## src/sdcd_pkg.sv

```systemverilog
`timescale 1ns / 1ps

package sdcd_pkg;

  localparam int unsigned DivWidth = 32;
  localparam int unsigned VerWidth = 8;
  localparam int unsigned CfgIdxWidth = 2;

  localparam logic [DivWidth-1:0] BaseClockReset = 32'd41666666;
  localparam logic [VerWidth-1:0] HostVersionReset = 8'd0;
  // spec versions above this one use the 10-bit divided clock
  localparam logic [VerWidth-1:0] TenBitMinVersion = 8'd1;
  localparam logic [DivWidth-1:0] MinDivisor = 32'd2;

  localparam logic [CfgIdxWidth-1:0] CfgBaseClock = 2'd0;
  localparam logic [CfgIdxWidth-1:0] CfgHostVersion = 2'd1;

  // partial state of one restoring division request
  typedef struct packed {
    logic [DivWidth-1:0] rem;
    logic [DivWidth-1:0] den;
    logic [DivWidth-1:0] quo;
  } div_state_t;

endpackage

```

## src/sdcd_div_cell.sv

```systemverilog
`timescale 1ns / 1ps

module sdcd_div_cell (
  input  logic                    clk_i,
  input  logic                    rst_ni,
  input  logic                    valid_i,
  output logic                    ready_o,
  input  sdcd_pkg::div_state_t    data_i,
  input  logic                    num_bit_i,
  output logic                    valid_o,
  input  logic                    ready_i,
  output sdcd_pkg::div_state_t    data_o
);

  logic                 valid_q;
  sdcd_pkg::div_state_t data_q;
  sdcd_pkg::div_state_t data_d;
  logic [sdcd_pkg::DivWidth:0] rem_sh;
  logic [sdcd_pkg::DivWidth:0] den_ext;
  logic [sdcd_pkg::DivWidth:0] diff;
  logic                        ge;

  assign ready_o = !valid_q || ready_i;

  // shift in the next dividend bit, subtract the divisor where it fits
  always_comb begin
    rem_sh = {data_i.rem, num_bit_i};
    den_ext = {1'b0, data_i.den};
    diff = rem_sh - den_ext;
    ge = (rem_sh >= den_ext);
    data_d.den = data_i.den;
    data_d.rem = ge ? diff[sdcd_pkg::DivWidth-1:0] : rem_sh[sdcd_pkg::DivWidth-1:0];
    data_d.quo = {data_i.quo[sdcd_pkg::DivWidth-2:0], ge};
  end

  always_ff @(posedge clk_i or negedge rst_ni) begin
    if (!rst_ni) begin
      valid_q <= 1'b0;
    end else if (ready_o) begin
      valid_q <= valid_i;
    end
  end

  always_ff @(posedge clk_i) begin
    if (ready_o && valid_i) begin
      data_q <= data_d;
    end
  end

  assign valid_o = valid_q;
  assign data_o = data_q;

  a_rem_below_den: assert property (@(posedge clk_i) disable iff (!rst_ni)
    valid_q && (data_q.den != '0) |-> data_q.rem < data_q.den)
    else $error("remainder not below divisor");

endmodule

```

## src/sdcd_select.sv

```systemverilog
`timescale 1ns / 1ps

module sdcd_select (
  input  logic                           clk_i,
  input  logic                           rst_ni,
  input  logic                           valid_i,
  output logic                           ready_o,
  input  logic [sdcd_pkg::DivWidth-1:0]  quo_i,
  input  logic [sdcd_pkg::VerWidth-1:0]  host_version_i,
  output logic                           valid_o,
  input  logic                           ready_i,
  output logic [15:0]                    clock_field_o,
  output logic [sdcd_pkg::DivWidth-1:0]  divisor_o
);

  logic                          valid_q;
  logic [15:0]                   field_q;
  logic [15:0]                   field_d;
  logic [sdcd_pkg::DivWidth-1:0] divisor_q;
  logic [sdcd_pkg::DivWidth-1:0] divisor_d;
  logic [sdcd_pkg::DivWidth-1:0] x;
  logic [sdcd_pkg::DivWidth-1:0] d_raw;
  logic [2:0]                    shift;
  logic                          ten_bit;

  assign ten_bit = host_version_i > sdcd_pkg::TenBitMinVersion;
  assign ready_o = !valid_q || ready_i;

  always_comb begin
    x = quo_i - sdcd_pkg::DivWidth'(1);
    shift = 3'd0;
    if (|x[sdcd_pkg::DivWidth-1:7]) begin
      shift = 3'd7;
    end else begin
      for (int i = 1; i < 7; i++) begin
        if (x[i]) shift = 3'(i);
      end
    end
    d_raw = ten_bit ? quo_i : (sdcd_pkg::DivWidth'(1) << shift);
    divisor_d = (d_raw <= sdcd_pkg::MinDivisor) ? sdcd_pkg::MinDivisor : d_raw;
    field_d = {divisor_d[7:0], (ten_bit ? divisor_d[9:8] : 2'b00), 6'b0};
  end

  always_ff @(posedge clk_i or negedge rst_ni) begin
    if (!rst_ni) begin
      valid_q <= 1'b0;
    end else if (ready_o) begin
      valid_q <= valid_i;
    end
  end

  always_ff @(posedge clk_i) begin
    if (ready_o && valid_i) begin
      field_q <= field_d;
      divisor_q <= divisor_d;
    end
  end

  assign valid_o = valid_q;
  assign clock_field_o = field_q;
  assign divisor_o = divisor_q;

  a_divisor_min: assert property (@(posedge clk_i) disable iff (!rst_ni)
    valid_q |-> divisor_q >= sdcd_pkg::MinDivisor)
    else $error("divisor below minimum");

  a_pow2_mode: assert property (@(posedge clk_i) disable iff (!rst_ni)
    valid_q && !ten_bit |-> $onehot(divisor_q) && divisor_q[sdcd_pkg::DivWidth-1:8] == '0)
    else $error("power-of-two divisor out of range");

  a_field_packing: assert property (@(posedge clk_i) disable iff (!rst_ni)
    valid_q |-> field_q[5:0] == 6'b0 && field_q[15:8] == divisor_q[7:0])
    else $error("clock field packing mismatch");

endmodule

```

## src/sd_clock_divisor_calc.sv

```systemverilog
`timescale 1ns / 1ps
// Pipeline: a request passes through 32 division cells, one quotient bit each, and then the
// divisor select register before its result reaches the master side.
// Throughput: one request per cycle; each cell and the output register stall only when full
// and the stage after it does not take its data.
// Reset: asynchronous, active low; empties the pipeline, base clock 41666666, host version 0.

module sd_clock_divisor_calc (
  input  logic        clk_i,
  input  logic        rst_ni,
  input  logic        cfg_we_i,
  input  logic [1:0]  cfg_index_i,
  input  logic [31:0] cfg_wdata_i,
  input  logic        s_axis_tvalid,
  output logic        s_axis_tready,
  input  logic [31:0] s_axis_tdata,   // [31:0] target_freq_hz
  output logic        m_axis_tvalid,
  input  logic        m_axis_tready,
  output logic [47:0] m_axis_tdata    // [15:0] clock_field, [47:16] divisor
);

  localparam int unsigned N = sdcd_pkg::DivWidth;

  logic [N-1:0]                  base_q;
  logic [sdcd_pkg::VerWidth-1:0] version_q;

  logic                 valid_c [0:N];
  logic                 ready_c [0:N];
  sdcd_pkg::div_state_t data_c  [0:N];

  always_ff @(posedge clk_i or negedge rst_ni) begin
    if (!rst_ni) begin
      base_q <= sdcd_pkg::BaseClockReset;
      version_q <= sdcd_pkg::HostVersionReset;
    end else if (cfg_we_i) begin
      unique case (cfg_index_i)
        sdcd_pkg::CfgBaseClock: base_q <= cfg_wdata_i;
        sdcd_pkg::CfgHostVersion: version_q <= cfg_wdata_i[sdcd_pkg::VerWidth-1:0];
        default: ;
      endcase
    end
  end

  // a zero target keeps every step subtracting, so the quotient saturates to all ones
  assign valid_c[0] = s_axis_tvalid;
  assign s_axis_tready = ready_c[0];
  assign data_c[0].rem = '0;
  assign data_c[0].den = s_axis_tdata;
  assign data_c[0].quo = '0;

  for (genvar k = 0; k < N; k++) begin : g_cell
    sdcd_div_cell u_cell (
      .clk_i     (clk_i),
      .rst_ni    (rst_ni),
      .valid_i   (valid_c[k]),
      .ready_o   (ready_c[k]),
      .data_i    (data_c[k]),
      .num_bit_i (base_q[N-1-k]),
      .valid_o   (valid_c[k+1]),
      .ready_i   (ready_c[k+1]),
      .data_o    (data_c[k+1])
    );
  end

  sdcd_select u_select (
    .clk_i          (clk_i),
    .rst_ni         (rst_ni),
    .valid_i        (valid_c[N]),
    .ready_o        (ready_c[N]),
    .quo_i          (data_c[N].quo),
    .host_version_i (version_q),
    .valid_o        (m_axis_tvalid),
    .ready_i        (m_axis_tready),
    .clock_field_o  (m_axis_tdata[15:0]),
    .divisor_o      (m_axis_tdata[47:16])
  );

endmodule
```

## config.mk

```make
export PLATFORM = sky130hd
export DESIGN_NAME = sd_clock_divisor_calc
export DESIGN_NICKNAME = d
export VERILOG_FILES = /design/src/sdcd_pkg.sv /design/src/sdcd_div_cell.sv /design/src/sdcd_select.sv /design/src/sd_clock_divisor_calc.sv
export SDC_FILE = /design/constraint.sdc
export NUM_CORES = 2
export LEC_CHECK = 0
export ABC_CLOCK_PERIOD_IN_PS = 12400
export BUFFER_PORTS_ARGS = -buffer_cell sky130_fd_sc_hd__buf_2
export CORE_UTILIZATION = 35
export CTS_BUF_LIST = sky130_fd_sc_hd__clkbuf_16
export DETAILED_ROUTE_END_ITERATION = 12
export PLACE_DENSITY = 0.61
export SLEW_MARGIN = 5
export SYNTH_ARGS = -nofsm -noshare
export SYNTH_HDL_FRONTEND = slang
export SYNTH_SLANG_ARGS = --single-unit
```

## constraint.sdc

```tcl
create_clock -name clk_i -period 12.4 [get_ports clk_i]
set_clock_uncertainty 0.05 [all_clocks]
set_input_delay 2.48 -clock clk_i [delete_from_list [all_inputs] [get_ports clk_i]]
set_output_delay 2.48 -clock clk_i [all_outputs]
set_load 0.05 [all_outputs]
```

## Word-level counts from Yosys, hierarchy flattened

Index checks and enable logic that the tools add are counted.

- $add $sub $neg: 32
- Order comparisons: 34
- Equality and inequality tests: 1
- Shift operators: 1
- Mux-type cells: 40
- Reductions and logical operators: 103

Operators by type and width:

| kind | count |
|---|---|
| $ge A33 B32 Y1 | 31 |
| $mux W32 | 31 |
| $sub A32 B32 Y32 | 30 |
| $logic_and A1 B1 Y1 | 33 |
| $logic_not A1 Y1 | 33 |
| $logic_or A1 B1 Y1 | 33 |
| $ge A1 B32 Y1 | 1 |
| $le A32 B2 Y1 const B | 1 |
| $shl A1 B3 Y32 const A | 1 |
| $sub A1 B32 Y32 | 1 |
| $sub A32 B1 Y32 const B | 1 |
| $reduce_or A25 Y1 | 1 |
| $mux W3 | 4 |
| $mux W10 | 1 |
| $gt A8 B1 Y1 const B | 1 |
| $mux W2 | 2 |
| $reduce_and A2 Y1 | 2 |
| $eq A2 B1 Y1 const B | 1 |
| $logic_not A2 Y1 | 1 |
| $mux W1 | 2 |

- Flip-flop bits (word level): 2,627
- Output and inout port bits: 50
- Word-level logic and storage cells: 345

## Logic depth before layout (Yosys ltp)

- Depth after elaboration: 35
- Mapped depth: 16

## By module

Synthesis repeated with hierarchy kept, for this count alone.

- Cell total of the unflattened synthesis: 14,833
- Area, all modules: 170,986.5 µm²

By module, submodules not included:

| module | instances | cells each | area each (µm²) | sequential area each (µm²) |
|---|---|---|---|---|
| sdcd_div_cell (g_cell[12].u_cell ...) | 23 | 459 | 5,253.8 | 2,907.8 |
| sdcd_div_cell (g_cell[0].u_cell ...) | 8 | 445 | 5,136.2 | 2,907.8 |
| sdcd_div_cell (g_cell[20].u_cell) | 1 | 405 | 5,275.1 | 2,907.8 |
| sdcd_select | 1 | 225 | 2,252.2 | 1,046.0 |
| sd_clock_divisor_calc | 1 | 86 | 1,532.7 | 1,018.5 |

## Least setup slack after synthesis

Ideal clock, no wire load.

- Path kind: in2reg
- Start point: in m_axis_tready
- End point: reg g_cell[24].u_cell.data_q, in the netlist g_cell[24].u_cell.data_o[0], enable pin
- Setup time: 672 ps
- Arrival time: 9,351 ps
- Required time: 11,678 ps
- Setup slack: 2,326 ps
- Stages: 4
- Cells stage by stage: nor2b_1 nand4_1 nor2_1 a21boi_0

- Longest elaborated chain between the ends: 10

RTL lines:

| item | RTL line | text |
|---|---|---|
| start: declaration | sd_clock_divisor_calc.sv:18 | `input logic m_axis_tready,` |
| $logic_or A1 B1 Y1 | sdcd_select.sv:27 | `assign ready_o = !valid_q \|\| ready_i;` |
| $logic_or A1 B1 Y1 (8 in series) | sdcd_div_cell.sv:23 | `assign ready_o = !valid_q \|\| ready_i;` |
| $logic_and A1 B1 Y1 | sdcd_div_cell.sv:45 | `if (ready_o && valid_i) begin` |
| end signal: assignment | sdcd_div_cell.sv:46 | `data_q <= data_d;` |
| end: declaration | sdcd_div_cell.sv:16 | `sdcd_pkg::div_state_t data_q;` |

No other way between the ends.
A chain may end at the register's enable or synchronous reset.

## Worst setup path in the final report

- Start point: in m_axis_tready
- End point: out s_axis_tready

- Longest elaborated chain between the ends: 33

RTL lines:

| item | RTL line | text |
|---|---|---|
| $logic_or A1 B1 Y1 | sdcd_select.sv:27 |  |
| $logic_or A1 B1 Y1 (32 in series) | sdcd_div_cell.sv:23 |  |
| end: declaration | sd_clock_divisor_calc.sv:15 | `output logic s_axis_tready,` |

No other way between the ends.

==> results.json <==
{
  "route.detailed.wl_per_inst_um": 17.8,
  "grt_pass1_wl_um": 497000,
  "setup_viol_count_final": 0,
  "layout.nets": 13635,
  "final_non_filler_cell_area_um2": 158000,
  "post_drt_via_cell_ratio": 5.06,
  "finalWirelength_um": 321000,
  "worst_skew_pair.late_latency_ns": 0.92,
  "timing.final.hold_violations": 0,
  "synth_top_cells_by_area": "sky130_fd_sc_hd__edfxtp_1, sky130_fd_sc_hd__ha_1, sky130_fd_sc_hd__inv_1",
  "pwr_density_cell_nw_per_um2": 252,
  "cts_tree": "built",
  "critPathArrivalTime_ns": 7.12,
  "setup_total_negative_slack_ns": 0,
  "gpl.final_weighted_congestion": 0.900,
  "synth.yosys.warnings": 0,
  "drtIter0Drc": 6490,
  "boundaryPins": 121,
  "cts_hold_buffers": 0,
  "core_area_um2": 401000,
  "cts.clk_slew.worst_paths_ns": 0.06,
  "grt_max_degree": 86,
  "top_area_cell_type_share_of_the_netlist_area_pct": 54.1,
  "layout-drive-gt1-share_pct": 8.42,
  "synth.cells.most_frequent": "sky130_fd_sc_hd__edfxtp_1, sky130_fd_sc_hd__inv_1, sky130_fd_sc_hd__ha_1, sky130_fd_sc_hd__nand2_1, sky130_fd_sc_hd__a21oi_1",
  "holdCritPathClass": "flip-flop to flip-flop",
  "dominantRegCellSynth": "sky130_fd_sc_hd__edfxtp_1",
  "layout_worst_path_cycle_share_pct": 77.8,
  "antenna_found_initial": 13,
  "worst_setup_start_kind": "input port",
  "yosysSeqAreaShare_pct": 55.4,
  "post_synth_edffs": 2546,
  "dp_hpwl_um": 246000,
  "cts.repair_timing.setup_buffer_count": 0,
  "synth_most_common_cell": "sky130_fd_sc_hd__edfxtp_1",
  "max-vdd-ir-drop_mv": 0.143,
  "drt_drc_violations_left": 0,
  "fill_cells": 38035,
  "timing.slew.headroom_pct": 23.8,
  "route.antenna.remaining_nets": 0,
  "fin_crit_ns": 9.65,
  "holdWs_ns": 0.331,
  "starting_density_pct": 35.3,
  "synthDominantAreaCellType": "sky130_fd_sc_hd__edfxtp_1",
  "static_leakage_nw": 63.6,
  "cts-root-buf": "sky130_fd_sc_hd__clkbuf_16",
  "area_growth_from_synthesis_to_final_layout_pct": 11.8,
  "mappedNetlistArea_um2": 141000,
  "number_of_buffers_added_on_ports": 114,
  "status": "finished clean",
  "post_synthesis_cell_type_count": 109,
  "post_synth.cell_area_avg_um2": 11.5,
  "timing.setup.critical_path_class": "input port to output pin",
  "final_max_slew_viols": 0,
  "tritoncts.num_buffers": 294,
  "postLayoutCoreUtil_pct": 39.4,
  "detail_route.first_pass.iterations": 5,
  "maximum_frequency_from_static_timing_analysis_mhz": 104,
  "rsz_0062_raised_after_global_routing": "false",
  "multiInputGateArea_um2": 57500,
  "critical_path_peak_fanout": 8,
  "groute.usage.overall_pct": 15.3,
  "die_w_um": 637,
  "synthCells": 12286,
  "worstMarginPinSlew_ns": 1.11,
  "critPathRequiredTime_ns": 9.87,
  "clock_sink_count": 2618,
  "postPlaceCellArea_um2": 148000,
  "postCtsResizedCells": 0,
  "fp.dieArea_um2": 406000,
  "worst_setup_path_end_kind": "output pin",
  "via_count_of_the_first_global_routing_pass": 87721,
  "final-seq-area_um2": 78300,
  "ys_ff_latch": 2618,
  "deepest_clock_path_buffer_count": 4,
  "num_vias": 91330,
  "htreeDepth": 5,
  "globalRoute.totalOverflow": 0,
  "core.rowCount": 232,
  "maxCapViolations": 0,
  "chipHeight_um": 637,
  "synth-async-reset-ratio_pct": 2.75
}
[final timing paths]
kind	startpoint	endpoint	slack [ns]	depth (start not counted)
min reg2reg	g_cell[15].u_cell.data_o[7]	g_cell[16].u_cell.data_o[8]	0.33	0
min	g_cell[15].u_cell.data_o[7]	g_cell[16].u_cell.data_o[8]	0.33	0
max	m_axis_tready	s_axis_tready	2.75	12
max in group asynchronous	rst_ni	g_cell[11].u_cell.valid_o	9.27	3
min in group asynchronous	rst_ni	base_q[29]	1.36	1
max reg2reg	u_select.valid_o	g_cell[0].u_cell.data_o[41]	6.72	12
[power by group]
group	leakage, nW	total, mW	switching, mW	internal, mW
logic	32.9	16.9	9.71	7.19
registers	25.8	14.3	1.29	13.0
clock network	4.93	8.65	3.64	5.01
[cell families after synthesis]
kind of cell	after synthesis	share of synthesized area, %
multiplexers	314	2.55
adder cells (fa/ha/maj)	1025	9.24
AO/OA/AOI/OAI	3186	14.2
AND/OR/NAND/NOR	2864	9.75
flip-flops	2618	55.4
buffers and inverters	1523	4.17
other	1	0.00265
XOR/XNOR	755	4.68
[routing by layer]
metal / routed length [µm] / GRT usage, % / up-vias
met2: 158000 / 27.1 / 1769
li1: - / - / 45650
met4: 9690 / 4.63 / 0
met3: 12300 / 1.69 / 513
met1: 141000 / 19.6 / 43398
met5: 0 / 0 / -
[state kept, by name, indices dropped and copies added (netlist names)]
| signal | cells |
|---|---|
| g_cell.u_cell.data_o | 2512 |
| u_select.divisor_o | 32 |
| base_q | 32 |
| u_select.clock_field_o | 2 |
| version_q | 7 |
| u_select.valid_o | 1 |
| g_cell.u_cell.valid_o | 32 |
[layout make-up]
cell class	instances	share of cell area, %
antenna	6	0.00950
timing repair buffer	191	0.731
inverter	1284	3.05
clock buffer	297	4.70
tap	5265	4.17
clock inverter	239	1.38
multi-input combinational	8150	36.4
sequential	2618	49.5
[worst max-delay path: stages]
cell and delay [ns]:
sky130_fd_sc_hd__buf_2 0.10, sky130_fd_sc_hd__nor2b_1 0.59, sky130_fd_sc_hd__nand4_1 0.68, sky130_fd_sc_hd__nor3_1 0.76, sky130_fd_sc_hd__nand2_1 0.22, sky130_fd_sc_hd__nor2_1 0.17, sky130_fd_sc_hd__buf_4 0.21, sky130_fd_sc_hd__nand4_1 0.33
sky130_fd_sc_hd__nor2_1 0.56, sky130_fd_sc_hd__and3_1 0.35, sky130_fd_sc_hd__nand2_1 0.30, sky130_fd_sc_hd__buf_2 0.32
[per-stage QoR]
step | instances | worst slack (ns) | total power [mW]
3_5_place_dp | 17508 | 2.76 | 31.2
3_3_place_gp | 17508 | 2.66 | 31.1
2_1_floorplan | 12291 | 2.33 | 27.0
4_1_cts | 18044 | 2.76 | 40.1
5_1_grt | 18046 | 2.44 | 42.5
6_report | 18050 | 2.75 | 39.8
[cell usage in the layout (no fill, tap or decap), types with 65 or more instances in the layout]
cell type                      n
sky130_fd_sc_hd__a211oi_1     88
sky130_fd_sc_hd__a21o_1      434
sky130_fd_sc_hd__a21oi_1     908
sky130_fd_sc_hd__a31oi_1      85
sky130_fd_sc_hd__and3_1       89
sky130_fd_sc_hd__buf_2       113
sky130_fd_sc_hd__buf_4        77
sky130_fd_sc_hd__clkbuf_16   297
sky130_fd_sc_hd__edfxtp_1   2546
sky130_fd_sc_hd__ha_1        995
sky130_fd_sc_hd__inv_1      1351
sky130_fd_sc_hd__mux2_2      246
sky130_fd_sc_hd__nand2_1     924
sky130_fd_sc_hd__nand2b_1    166
sky130_fd_sc_hd__nand3_1     189
sky130_fd_sc_hd__nand4_1     138
sky130_fd_sc_hd__nor2_1      631
sky130_fd_sc_hd__nor2b_1     132
sky130_fd_sc_hd__nor3_1      182
sky130_fd_sc_hd__o21a_1      157
sky130_fd_sc_hd__o21ai_0     874
sky130_fd_sc_hd__o21bai_1     96
sky130_fd_sc_hd__o31ai_1      65
sky130_fd_sc_hd__or2_2        66
sky130_fd_sc_hd__or3_1        72
sky130_fd_sc_hd__xnor2_1     432
sky130_fd_sc_hd__xor2_1      323
Power figures use the tool's default switching activity.
